$ cat config.mk
export PLATFORM = sky130hd
export DESIGN_NAME = challenge_token_table_core
export DESIGN_NICKNAME = d
export VERILOG_FILES = /design/src/ctt_pkg.sv /design/src/challenge_token_table_core.sv
export SDC_FILE = /design/constraint.sdc
export NUM_CORES = 2
export LEC_CHECK = 0
export ABC_CLOCK_PERIOD_IN_PS = 22000
export BUFFER_PORTS_ARGS = -buffer_cell sky130_fd_sc_hd__buf_4
export CORE_ASPECT_RATIO = 1.2
export CORE_MARGIN = 4
export CORE_UTILIZATION = 40
export CTS_CLUSTER_SIZE = 30
export DETAILED_ROUTE_END_ITERATION = 8
export PLACE_DENSITY = 0.67
export SLEW_MARGIN = 20
export SYNTH_ARGS = -nofsm -noshare
export SYNTH_HDL_FRONTEND = slang
export SYNTH_SLANG_ARGS = --single-unit
$ cat constraint.sdc
create_clock -name clk -period 22 [get_ports clk]
set_input_delay 4.4 -clock clk [delete_from_list [all_inputs] [get_ports clk]]
set_output_delay 4.4 -clock clk [all_outputs]
set_load 0.01 [all_outputs]
$ cat src/ctt_pkg.sv
// Shared types and codes for the challenge token table.
`default_nettype none
package ctt_pkg;

    localparam int DATA_W = 32;
    localparam int CAP_W  = 5;
    localparam int STAT_W = 3;
    localparam int OCC_W  = 5;
    localparam int REQ_W  = 2;

    // request kinds
    localparam logic [REQ_W-1:0] REQ_ISSUE    = 2'd0;
    localparam logic [REQ_W-1:0] REQ_VALIDATE = 2'd1;
    localparam logic [REQ_W-1:0] REQ_CONSUME  = 2'd2;

    // result status codes
    localparam logic [STAT_W-1:0] ST_VALID    = 3'd0;
    localparam logic [STAT_W-1:0] ST_UNKNOWN  = 3'd1;
    localparam logic [STAT_W-1:0] ST_MISMATCH = 3'd2;
    localparam logic [STAT_W-1:0] ST_EXPIRED  = 3'd3;
    localparam logic [STAT_W-1:0] ST_CONSUMED = 3'd4;

    // configuration register indexes
    localparam logic CFG_CAPACITY = 1'b0;
    localparam logic CFG_TTL      = 1'b1;

    localparam logic [CAP_W-1:0]  CAP_RESET = 5'd16;
    localparam logic [DATA_W-1:0] TTL_RESET = 32'd5000;

    typedef struct packed {
        logic              used;
        logic [DATA_W-1:0] serial;
        logic [DATA_W-1:0] expiry;
        logic [DATA_W-1:0] issue;
        logic [DATA_W-1:0] token;
        logic [DATA_W-1:0] host;
    } entry_t;

endpackage
`default_nettype wire

$ cat src/challenge_token_table_core.sv
// Top level of the challenge token table: sequencer, entry memory and result register.
`default_nettype none
// One request walks the whole table through a single read port, one entry per
// cycle, while one compare unit sorts out expiry, host and token matches and
// tracks the oldest survivor. An issue then passes through a place step before
// the result step; a validate or consume goes straight to the result step.
// s_tready rises again in the same cycle the result is loaded, so a new request
// is taken only after the previous result is loaded; a stalled result beat holds
// the block in its last step. Configuration writes are taken at any time and
// must only come while the block is idle.
module challenge_token_table_core #(
    parameter int TABLE_DEPTH = 16
) (
    input  wire logic                        clk,
    input  wire logic                        rst_n,
    input  wire logic                        s_tvalid,
    output logic                             s_tready,
    input  wire logic [95:0]                 s_tdata,   // host_addr, challenge, now
    input  wire logic [ctt_pkg::REQ_W-1:0]   s_tuser,   // req_type
    output logic                             m_tvalid,
    input  wire logic                        m_tready,
    // status, expiry drops, host replaced, oldest dropped, occupancy, pad
    output logic [15:0]                      m_tdata,
    input  wire logic                        cfg_wr_en,
    input  wire logic                        cfg_index,
    input  wire logic [ctt_pkg::DATA_W-1:0]  cfg_data
);
    import ctt_pkg::*;

    localparam int IDX_W = (TABLE_DEPTH > 1) ? $clog2(TABLE_DEPTH) : 1;
    localparam int CTR_W = $clog2(TABLE_DEPTH + 1);
    localparam int CMP_W = (CTR_W > CAP_W) ? CTR_W : CAP_W;

    localparam logic [1:0] S_IDLE  = 2'd0;
    localparam logic [1:0] S_SCAN  = 2'd1;
    localparam logic [1:0] S_PLACE = 2'd2;
    localparam logic [1:0] S_DONE  = 2'd3;

    // control state
    logic [1:0]             state_reg, state_next;
    logic [CTR_W-1:0]       addr_reg, addr_next;
    logic                   proc_vld_reg, proc_vld_next;
    logic [IDX_W-1:0]       proc_idx_reg, proc_idx_next;
    logic [TABLE_DEPTH-1:0] valid_reg, valid_next;
    logic [CTR_W-1:0]       occ_reg, occ_next;
    logic [DATA_W-1:0]      serial_reg, serial_next;
    logic [CAP_W-1:0]       cap_reg;
    logic [DATA_W-1:0]      ttl_reg;
    logic                   out_vld_reg, out_vld_next;

    // per-request accumulators
    logic [CTR_W-1:0]       exp_cnt_reg, exp_cnt_next;
    logic [CTR_W-1:0]       held_reg, held_next;
    logic                   replaced_reg, replaced_next;
    logic                   found_reg, found_next;
    logic [IDX_W-1:0]       best_idx_reg, best_idx_next;
    logic [DATA_W-1:0]      best_time_reg, best_time_next;
    logic [DATA_W-1:0]      best_serial_reg, best_serial_next;
    logic                   free_found_reg, free_found_next;
    logic [IDX_W-1:0]       free_idx_reg, free_idx_next;
    logic                   seen_reg, seen_next;
    logic                   matched_reg, matched_next;
    logic [STAT_W-1:0]      mstat_reg, mstat_next;
    logic                   evicted_reg, evicted_next;

    // request payload
    logic [REQ_W-1:0]       req_reg;
    logic [DATA_W-1:0]      host_reg, tok_reg, now_reg;
    logic [15:0]            out_data_reg, out_data_next;

    // entry memory
    entry_t                 mem [TABLE_DEPTH];
    entry_t                 rd_data_reg;
    logic [IDX_W-1:0]       rd_addr;
    logic                   rd_en;
    logic                   wr_en;
    logic [IDX_W-1:0]       wr_addr;
    entry_t                 wr_data;

    // datapath helpers
    logic                   cur_valid;
    logic                   exp_hit;
    logic                   older;
    logic [CMP_W-1:0]       cap_eff;
    logic                   do_evict;
    logic                   have_slot;
    logic [IDX_W-1:0]       new_slot;
    logic [DATA_W:0]        exp_sum;
    logic [DATA_W-1:0]      exp_sat;
    logic [STAT_W-1:0]      final_stat;
    logic                   is_issue;

    assign s_tready = (state_reg == S_IDLE);
    assign m_tvalid = out_vld_reg;
    assign m_tdata  = out_data_reg;
    assign is_issue = (req_reg == REQ_ISSUE);

    assign cur_valid = valid_reg[proc_idx_reg];
    assign exp_hit   = (now_reg >= rd_data_reg.expiry);
    assign older     = (rd_data_reg.issue < best_time_reg) ||
                       ((rd_data_reg.issue == best_time_reg) &&
                        (rd_data_reg.serial < best_serial_reg));

    always_comb
    begin
        cap_eff = CMP_W'(cap_reg);
        if (cap_eff == '0)
        begin
            cap_eff = CMP_W'(1);
        end
        else if (cap_eff > CMP_W'(TABLE_DEPTH))
        begin
            cap_eff = CMP_W'(TABLE_DEPTH);
        end
    end

    assign do_evict  = (CMP_W'(held_reg) >= cap_eff) && found_reg;
    assign have_slot = do_evict || free_found_reg;
    assign new_slot  = (do_evict && (!free_found_reg || (best_idx_reg < free_idx_reg))) ?
                       best_idx_reg : free_idx_reg;
    assign exp_sum   = {1'b0, now_reg} + {1'b0, ttl_reg};
    assign exp_sat   = exp_sum[DATA_W] ? {DATA_W{1'b1}} : exp_sum[DATA_W-1:0];
    assign final_stat = matched_reg ? mstat_reg : (seen_reg ? ST_MISMATCH : ST_UNKNOWN);

    always_comb
    begin
        state_next       = state_reg;
        addr_next        = addr_reg;
        proc_vld_next    = 1'b0;
        proc_idx_next    = proc_idx_reg;
        valid_next       = valid_reg;
        occ_next         = occ_reg;
        serial_next      = serial_reg;
        out_vld_next     = out_vld_reg;
        out_data_next    = out_data_reg;
        exp_cnt_next     = exp_cnt_reg;
        held_next        = held_reg;
        replaced_next    = replaced_reg;
        found_next       = found_reg;
        best_idx_next    = best_idx_reg;
        best_time_next   = best_time_reg;
        best_serial_next = best_serial_reg;
        free_found_next  = free_found_reg;
        free_idx_next    = free_idx_reg;
        seen_next        = seen_reg;
        matched_next     = matched_reg;
        mstat_next       = mstat_reg;
        evicted_next     = evicted_reg;
        rd_en            = 1'b0;
        rd_addr          = addr_reg[IDX_W-1:0];
        wr_en            = 1'b0;
        wr_addr          = proc_idx_reg;
        wr_data          = rd_data_reg;

        if (out_vld_reg && m_tready)
        begin
            out_vld_next = 1'b0;
        end

        case (state_reg)
            S_IDLE:
            begin
                if (s_tvalid)
                begin
                    state_next      = S_SCAN;
                    addr_next       = '0;
                    exp_cnt_next    = '0;
                    held_next       = '0;
                    replaced_next   = 1'b0;
                    found_next      = 1'b0;
                    free_found_next = 1'b0;
                    seen_next       = 1'b0;
                    matched_next    = 1'b0;
                    evicted_next    = 1'b0;
                end
            end
            S_SCAN:
            begin
                // issue the next read while the previous entry is examined
                if (addr_reg < CTR_W'(TABLE_DEPTH))
                begin
                    rd_en         = 1'b1;
                    addr_next     = addr_reg + CTR_W'(1);
                    proc_vld_next = 1'b1;
                    proc_idx_next = addr_reg[IDX_W-1:0];
                end
                if (proc_vld_reg)
                begin
                    if (is_issue)
                    begin
                        if (cur_valid && exp_hit)
                        begin
                            valid_next[proc_idx_reg] = 1'b0;
                            exp_cnt_next = exp_cnt_reg + CTR_W'(1);
                        end
                        else if (cur_valid && !replaced_reg && (rd_data_reg.host == host_reg))
                        begin
                            valid_next[proc_idx_reg] = 1'b0;
                            replaced_next = 1'b1;
                        end
                        else if (cur_valid)
                        begin
                            held_next = held_reg + CTR_W'(1);
                            if (!found_reg || older)
                            begin
                                found_next       = 1'b1;
                                best_idx_next    = proc_idx_reg;
                                best_time_next   = rd_data_reg.issue;
                                best_serial_next = rd_data_reg.serial;
                            end
                        end
                        // a slot freed here or never used is a candidate home
                        if (!valid_next[proc_idx_reg] && !free_found_reg)
                        begin
                            free_found_next = 1'b1;
                            free_idx_next   = proc_idx_reg;
                        end
                    end
                    else if (cur_valid && (rd_data_reg.token == tok_reg))
                    begin
                        seen_next = 1'b1;
                        if (!matched_reg && (rd_data_reg.host == host_reg))
                        begin
                            matched_next = 1'b1;
                            if (exp_hit)
                            begin
                                mstat_next = ST_EXPIRED;
                            end
                            else if (rd_data_reg.used)
                            begin
                                mstat_next = ST_CONSUMED;
                            end
                            else
                            begin
                                mstat_next = ST_VALID;
                                if (req_reg == REQ_CONSUME)
                                begin
                                    wr_en        = 1'b1;
                                    wr_data.used = 1'b1;
                                end
                            end
                        end
                    end
                    if (addr_reg == CTR_W'(TABLE_DEPTH))
                    begin
                        state_next = is_issue ? S_PLACE : S_DONE;
                    end
                end
            end
            S_PLACE:
            begin
                if (do_evict)
                begin
                    valid_next[best_idx_reg] = 1'b0;
                end
                if (have_slot)
                begin
                    valid_next[new_slot] = 1'b1;
                    wr_en          = 1'b1;
                    wr_addr        = new_slot;
                    wr_data.used   = 1'b0;
                    wr_data.serial = serial_reg;
                    wr_data.expiry = exp_sat;
                    wr_data.issue  = now_reg;
                    wr_data.token  = tok_reg;
                    wr_data.host   = host_reg;
                    serial_next    = serial_reg + DATA_W'(1);
                end
                occ_next     = held_reg + CTR_W'(have_slot) - CTR_W'(do_evict);
                evicted_next = do_evict;
                state_next   = S_DONE;
            end
            S_DONE:
            begin
                // hold until the result register is free
                if (!out_vld_reg || m_tready)
                begin
                    out_vld_next = 1'b1;
                    if (is_issue)
                    begin
                        out_data_next = {1'b0, OCC_W'(occ_reg), evicted_reg, replaced_reg,
                                         OCC_W'(exp_cnt_reg), ST_VALID};
                    end
                    else
                    begin
                        out_data_next = {1'b0, OCC_W'(occ_reg), 1'b0, 1'b0,
                                         OCC_W'(0), final_stat};
                    end
                    state_next = S_IDLE;
                end
            end
            default:
            begin
                state_next = S_IDLE;
            end
        endcase
    end

    always_ff @(posedge clk or negedge rst_n)
    begin
        if (!rst_n)
        begin
            state_reg    <= S_IDLE;
            addr_reg     <= '0;
            proc_vld_reg <= 1'b0;
            valid_reg    <= '0;
            occ_reg      <= '0;
            serial_reg   <= '0;
            cap_reg      <= CAP_RESET;
            ttl_reg      <= TTL_RESET;
            out_vld_reg  <= 1'b0;
        end
        else
        begin
            state_reg    <= state_next;
            addr_reg     <= addr_next;
            proc_vld_reg <= proc_vld_next;
            valid_reg    <= valid_next;
            occ_reg      <= occ_next;
            serial_reg   <= serial_next;
            out_vld_reg  <= out_vld_next;
            if (cfg_wr_en)
            begin
                case (cfg_index)
                    CFG_CAPACITY: cap_reg <= cfg_data[CAP_W-1:0];
                    CFG_TTL:      ttl_reg <= cfg_data;
                    default:      ;
                endcase
            end
        end
    end

    // payload and accumulator registers
    always_ff @(posedge clk)
    begin
        proc_idx_reg    <= proc_idx_next;
        exp_cnt_reg     <= exp_cnt_next;
        held_reg        <= held_next;
        replaced_reg    <= replaced_next;
        found_reg       <= found_next;
        best_idx_reg    <= best_idx_next;
        best_time_reg   <= best_time_next;
        best_serial_reg <= best_serial_next;
        free_found_reg  <= free_found_next;
        free_idx_reg    <= free_idx_next;
        seen_reg        <= seen_next;
        matched_reg     <= matched_next;
        mstat_reg       <= mstat_next;
        evicted_reg     <= evicted_next;
        out_data_reg    <= out_data_next;
        if (s_tvalid && s_tready)
        begin
            req_reg  <= s_tuser;
            host_reg <= s_tdata[31:0];
            tok_reg  <= s_tdata[63:32];
            now_reg  <= s_tdata[95:64];
        end
    end

    // entry memory: one read port, one write port
    always_ff @(posedge clk)
    begin
        if (wr_en)
        begin
            mem[wr_addr] <= wr_data;
        end
        if (rd_en)
        begin
            rd_data_reg <= mem[rd_addr];
        end
    end

endmodule
`default_nettype wire

## After elaboration in Yosys (flattened, before gate mapping)

Memory sizes are Yosys's and may differ from the RTL's. A register that Yosys moved wholly into a read port is not among the register bits.
Index checks and enable logic that the tools add are counted.

| word-level totals | value |
|---|---|
| register bits after elaboration | 308 |
| memory bits (writable) | 2576 |
| input port bits | 136 |
| output and inout bits | 18 |
| logic and storage cells | 235 |
| memories | 1 |

Memory list:

| name | words | bits a word | rd ports | clocked after memory_dff | write ports | RTL line | RTL |
|---|---|---|---|---|---|---|---|
| mem | 16 | 161 | 1 | 1 | 1 | challenge_token_table_core.sv:72 | `entry_t mem [TABLE_DEPTH];` |

| cells by class | value |
|---|---|
| add/sub/neg operators | 7 |
| order comparisons | 13 |
| equality and inequality tests | 24 |
| muxes and demuxes | 101 |
| bitwise gates (word level) | 9 |
| reduce and logical (&&, ||, !) cells | 50 |

Operators by type and width:

| operator | count |
|---|---|
| two-way mux 161 bit | 1 |
| two-way mux 16 bit | 10 |
| two-way mux 160 bit | 1 |
| == test 32 bit | 3 |
| < comparator 32 bit | 2 |
| two-way mux 5 bit | 12 |
| two-way mux 1 bit | 48 |
| adder 32 x 32 -> 33 bit | 1 |
| adder 32 x 1 -> 32 bit, second input constant | 1 |
| bitwise AND 16 bit | 2 |
| >= comparator 32 bit | 1 |
| two-way mux 32 bit | 1 |
| != test 2 bit, second input constant | 16 |
| inverter 16 bit | 2 |
| one-hot mux 16 bit (2 select lines) | 1 |
| one-hot mux 5 bit (2 select lines) | 3 |
| AND reduction 5 bit | 4 |
| bitwise OR 16 bit | 1 |
| one-hot mux 1 bit (2 select lines) | 8 |
| adder 5 x 1 -> 5 bit, second input constant | 3 |
| < comparator 4 x 5 -> 1 bit, second input constant | 3 |
| logical AND 1 bit | 14 |
| AND reduction 7 bit | 2 |
| demux 1 bit (select 4 bit) | 3 |
| 26 further kinds | 61 |

## Logic depth before layout (Yosys ltp)

| logic depth | value |
|---|---|
| depth in word-level cells | 19 |
| gate-level depth with buffers | 17 |
| depth with buffers taken out | 16 |

## Worst setup path before layout

Ideal clock, no wire load.

| path | value |
|---|---|
| path kind | register to register |
| start | register proc_idx_reg[0] |
| end | memory mem[13][0] in the netlist's numbering (enable) |
| library setup time | 1076 ps |
| arrival time | 17834 ps |
| data required time | 20924 ps |
| slack | 3090 ps |
| stages on the path, launching flop included | 10 |
| buffers on the path | 1 |
| cell sequence | edfxtp_1 buf_4 mux4_2 mux4_2 nand4_1 or3_1 or4b_4 a2111oi_4 a32oi_2 nor4_1 |

| on the way | value |
|---|---|
| cells in the longest elaborated chain, start to end | 9 |
| elaborated cells between the ends (all ways) | 11 |
| classes of those cells | mux (10); reduce/logical (1) |

Ends and longest elaborated chain:

| what | RTL line | RTL |
|---|---|---|
| from (decl) | challenge_token_table_core.sv:43 | `logic [IDX_W-1:0] proc_idx_reg, proc_idx_next;` |
| from (signal assigned) | challenge_token_table_core.sv:336 | `proc_idx_reg <= proc_idx_next;` |
| binary-select mux 1 bit (select 4 bit) | challenge_token_table_core.sv:98 | `assign cur_valid = valid_reg[proc_idx_reg];` |
| two-way mux 1 bit (not written as such) | challenge_token_table_core.sv:98 |  |
| logical AND 1 bit | challenge_token_table_core.sv:219 | `else if (cur_valid && (rd_data_reg.token == tok_reg))` |
| two-way mux 1 bit | challenge_token_table_core.sv:219 |  |
| two-way mux 1 bit | challenge_token_table_core.sv:189 | `if (is_issue)` |
| two-way mux 1 bit | challenge_token_table_core.sv:187 | `if (proc_vld_reg)` |
| one-hot mux 1 bit (2 select lines) | challenge_token_table_core.sv:160 | `case (state_reg)` |
| two-way mux 1 bit | challenge_token_table_core.sv:363 | `if (wr_en)` |
| two-way mux 1 bit (not written as such) | challenge_token_table_core.sv:365 | `mem[wr_addr] <= wr_data;` |
| to (decl) | challenge_token_table_core.sv:72 |  |

Several ways; a longest one is shown, not always the timed one. The select of a mux whose other input is x is not followed.

## Final worst setup path

| path | value |
|---|---|
| start | register tok_reg[26] |
| end | memory mem[14][87] in the netlist's numbering (enable) |

| on the way | value |
|---|---|
| cells in the longest elaborated chain, start to end | 8 |

Ends and longest elaborated chain:

| what | RTL line | RTL |
|---|---|---|
| from (decl) | challenge_token_table_core.sv:68 | `logic [DATA_W-1:0] host_reg, tok_reg, now_reg;` |
| from (signal assigned) | challenge_token_table_core.sv:355 | `tok_reg <= s_tdata[63:32];` |
| == test 32 bit | challenge_token_table_core.sv:219 |  |
| logical AND 1 bit | challenge_token_table_core.sv:219 |  |
| two-way mux 1 bit | challenge_token_table_core.sv:219 |  |
| two-way mux 1 bit | challenge_token_table_core.sv:189 |  |
| two-way mux 1 bit | challenge_token_table_core.sv:187 |  |
| one-hot mux 1 bit (2 select lines) | challenge_token_table_core.sv:160 |  |
| two-way mux 1 bit | challenge_token_table_core.sv:363 |  |
| two-way mux 1 bit (not written as such) | challenge_token_table_core.sv:365 |  |

Every way passes these cells.

==> tab_implementation.tex <==
\begin{tabular}{lr}
\hline
Metric & Value \\
\hline
\multicolumn{2}{l}{\textbf{Finish}} \\
Final Net Count & 6213 \\
Fraction of layout instances using a drive strength above 1 & 25.5\% \\
Most frequent standard cell in the layout excluding fill and tap cells & edfxtp\_1 \\
Top library cells by usage in the layout, fill and taps aside & edfxtp\_1 (2944), mux4\_2 (810), nand2\_1 (452) \\
Multi-input gate area & 0.0273 sq mm \\
Sequential cell area & 0.0909 sq mm \\
Fill count & 24400 \\
Flip-flop count of the largest register, all copies and words added & 2576 \\
Area growth, synth to finish & 13.3\% \\
\multicolumn{2}{l}{\textbf{CTS}} \\
Cell chosen for the clock root & clkbuf\_16 \\
Post-CTS setup buffer count & 0 \\
Number of buffers inserted by hold repair at cts & 0 \\
CTS buffer count & 295 \\
Clock transition at the registers of the reported paths & 70 ps \\
Number of levels in the clock H-tree & 5 \\
Number of sinks on the clock net & 3043 \\
Worst-skew pair later-pin latency & 860 ps \\
Maximum clock insertion buffer count & 4 \\
Post-cts gate resize count & 0 \\
TritonCTS clock tree & built \\
\multicolumn{2}{l}{\textbf{Yosys}} \\
Average instance area after synthesis & 21.3 sq um \\
Proportion of synthesized chip area in sequential cells & 76.1\% \\
Number of register bits inferred by synthesis & 3043 \\
Number of synthesized flops with an enable pin & 2944 \\
Cell Area, Synth & 0.120 sq mm \\
Synth cell types & 72 \\
Cell count after synthesis & 5610 \\
Post-synth top flop & edfxtp\_1 \\
Yosys warning total & 0 \\
Share of synthesized registers carrying an async set or reset & 3.25\% \\
\multicolumn{2}{l}{\textbf{Detailed routing}} \\
1st-iter DRT viols & 6361 \\
Routed wire per std cell & 28.5 um \\
Post-route DRC violation count & 0 \\
Number of detailed-routing iterations run before antenna repair & 5 \\
Total Wirelength & 288 mm \\
Detailed-route vias per instance & 5.65 \\
Vias after detailed routing & 57200 \\
Final antenna-violating net count & 0 \\
\multicolumn{2}{l}{\textbf{Pwr}} \\
Net switching component of the power & 5.24 mW \\
Cell Pwr Density & 132 mW/mm\^{}2 \\
Largest vdd supply drop & 116 uV \\
Static Leakage & 43.3 nW \\
Internal power contribution & 12.6 mW \\
Switching part of the total & 29.3\% \\
Clock network fraction of total power & 28.1\% \\
Relative contribution of sequential cells to total power & 46.4\% \\
Share of total power in combinational logic & 25.5\% \\
\multicolumn{2}{l}{\textbf{Min path}} \\
Number of cells on the worst hold path & 0 \\
Class of the worst hold path & reg2reg \\
Worst hold start & rd\_data\_reg[87] \\
End of the worst hold path & best\_time\_reg[23] \\
\multicolumn{2}{l}{\textbf{STA}} \\
Least-Margin Pin Slew & 1150 ps \\
Final setup TNS & 0 ps \\
Pins Over Slew Limit & 0 \\
Worst-case headroom to the max-slew limit & 23.3\% \\
Part of the cycle the worst path needs & 31.5\% \\
Highest clock rate & 144 MHz \\
Final setup violation count & 0 \\
Worst clock skew & 63.5 ps \\
RSZ-0062 raised after global routing & no \\
Final Hold Viols & 0 \\
Worst hold slack across all endpoints & 469 ps \\
Final critical path time including I/O delays and setup & 6940 ps \\
\multicolumn{2}{l}{\textbf{Global route}} \\
Via count of the first global-routing pass & 59700 \\
GRT Total Usage & 18.6\% \\
Largest net degree at the start of global routing & 149 \\
Global-route wire length before repair & 422 mm \\
Grt total ovfl & 0 \\
Antenna violations before repair & 15 \\
\multicolumn{2}{l}{\textbf{Critical path}} \\
Setup slack of the worst register-to-register path & 15060 ps \\
Worst setup EP type & flop \\
Critical path, cell by cell & xnor2\_1 > nand4\_1 > nor4\_1 > nand4\_1 > or3\_1 > or4b\_4 > a2111oi\_4 > a21oi\_2 > nor4\_2 > buf\_4 > buf\_4 > buf\_4 \\
Startpoint type of the worst setup path & flop \\
Worst reg2reg path depth & 12 \\
Required time of the worst setup path & 22450 ps \\
Critical path class & reg2reg \\
End of the worst register-to-register path & mem[14][87] \\
Start point of the critical path & tok\_reg[26] \\
Cell at the slowest stage of the critical path & buf\_4 \\
Critical Path Most Common Cell & buf\_4 \\
Largest incremental delay on the critical path & 820 ps \\
Reg2reg start & tok\_reg[26] \\
Worst EP arrival & 7390 ps \\
Crit Path Max Fanout & 40 \\
\multicolumn{2}{l}{\textbf{Floorplanning}} \\
Rows & 219 \\
Ports placed on the boundary & 154 \\
Placeable core area & 0.297 sq mm \\
Die extent in x & 507 um \\
Die Outline Area & 0.308 sq mm \\
Die height & 607 um \\
Initial standard-cell utilization of the core & 40.2\% \\
\multicolumn{2}{l}{\textbf{Place}} \\
IO buf count & 152 \\
GP Congestion & 0.856 \\
Estimated wirelength of the detail-placed design & 160 mm \\
\multicolumn{2}{l}{\textbf{Outcome}} \\
Outcome & complete, no violations \\
\multicolumn{2}{l}{\textbf{Run}} \\
Max\_cap viols & 0 \\
\hline
\end{tabular}
==> per-layer routing <==
metal	track usage [%]	wire, um	up-vias
met5	0	44	-
met1	24.9	113000	30800
li1	-	-	23700
met3	2.30	18100	466
met2	31.8	147000	2280
met4	6.29	10100	8
==> synth_stat cells (3+ instances only) <==
library cell	count	share of area, %
a21o_1	41	0.26
or2_2	3	0.016
o21ai_0	79	0.33
a31o_2	3	0.022
or3_1	5	0.026
a211oi_1	8	0.050
clkbuf_1	147	0.46
nor4_1	17	0.089
edfxtp_1	2944	74
mux2_2	41	0.39
o21a_1	16	0.10
and2_1	19	0.099
mux2i_1	4	0.034
xnor2_1	109	0.80
nor2_1	67	0.21
a31oi_1	11	0.058
dfstp_2	6	0.13
xor2_1	22	0.16
mux4_2	810	15
nor2b_1	27	0.14
a22o_1	6	0.044
nand2b_1	18	0.094
o211ai_1	5	0.031
buf_1	91	0.29
nor3_1	21	0.088
o221ai_1	3	0.022
a21oi_1	76	0.32
and4_1	6	0.044
o31a_1	5	0.037
buf_4	3	0.019
o22a_1	31	0.23
a221oi_1	3	0.022
nand2_1	453	1.4
nand4_1	50	0.26
ha_1	151	1.6
inv_1	136	0.43
nand3_1	26	0.11
and3_1	11	0.058
dfrtp_1	93	1.9
==> power groups by stage <==
stage	sequential, mW	combinational, mW	clock (mW)
after floorplan	8.30	3.19	0
after global placement	8.39	4.49	0
after detailed placement	8.41	4.62	0
after CTS	8.29	4.63	5.11
after global routing	8.33	4.95	5.36
final	8.29	4.57	5.02
==> cells by family after synthesis <==
group,Yosys count,share of synthesized area (%)
other,1,0.00314
adder cells (fa/ha/maj),153,1.61
buffers and inverters,378,1.20
AO/OA/AOI/OAI,318,1.77
XOR/XNOR,131,0.960
flip-flops,3043,76.1
multiplexers,855,15.7
AND/OR/NAND/NOR,731,2.72
==> critical path, delay by kind of cell, from the launching register on <==
family | cells | cell delay, ps
and+or+nand+nor | 6 | 2890
buffers and inverters | 3 | 2340
AOI/OAI and AO/OA | 2 | 610
DFF | 1 | 410
xor gates and xnor gates | 1 | 190
==> area by class of cell <==
cell class              count  share of cell area (%)
clock inverters           148                    1.09
clock buffers             374                    5.92
inverters                 136                   0.381
flip-flops and latches   3043                    67.1
multi-input cells        2190                    20.2
diodes                      5                 0.00924
well taps                3978                    3.68
repair buffers            258                    1.58
==> stage by stage <==
| stage | cells | total power, mW | cell area, sq um | worst slack [ps] | util (%) |
|---|---|---|---|---|---|
| floorplan | 5611 | 11.5 | 120000 | 3090 | - |
| global placement | 9604 | 12.9 | 126000 | 15060 | 42.4 |
| detailed placement | 9604 | 13.0 | 126000 | 15070 | 42.4 |
| CTS | 10100 | 18.0 | 135000 | 15010 | 45.6 |
| global route | 10100 | 18.6 | 135000 | 14780 | 45.6 |
| finish | 10100 | 17.9 | 135000 | 15060 | 45.6 |
==> how the worst max path moves through the flow <==
stage,to,slack [ps],depth (start not counted)
2_1_floorplan,mem[13][0],3090,9
3_3_place_gp,mem[14][24],15060,17
3_5_place_dp,mem[14][24],15070,12
4_1_cts,mem[14][87],15010,12
5_1_grt,mem[14][87],14780,17
6_report,mem[14][87],15060,12
(Power assumes the default switching activity.)
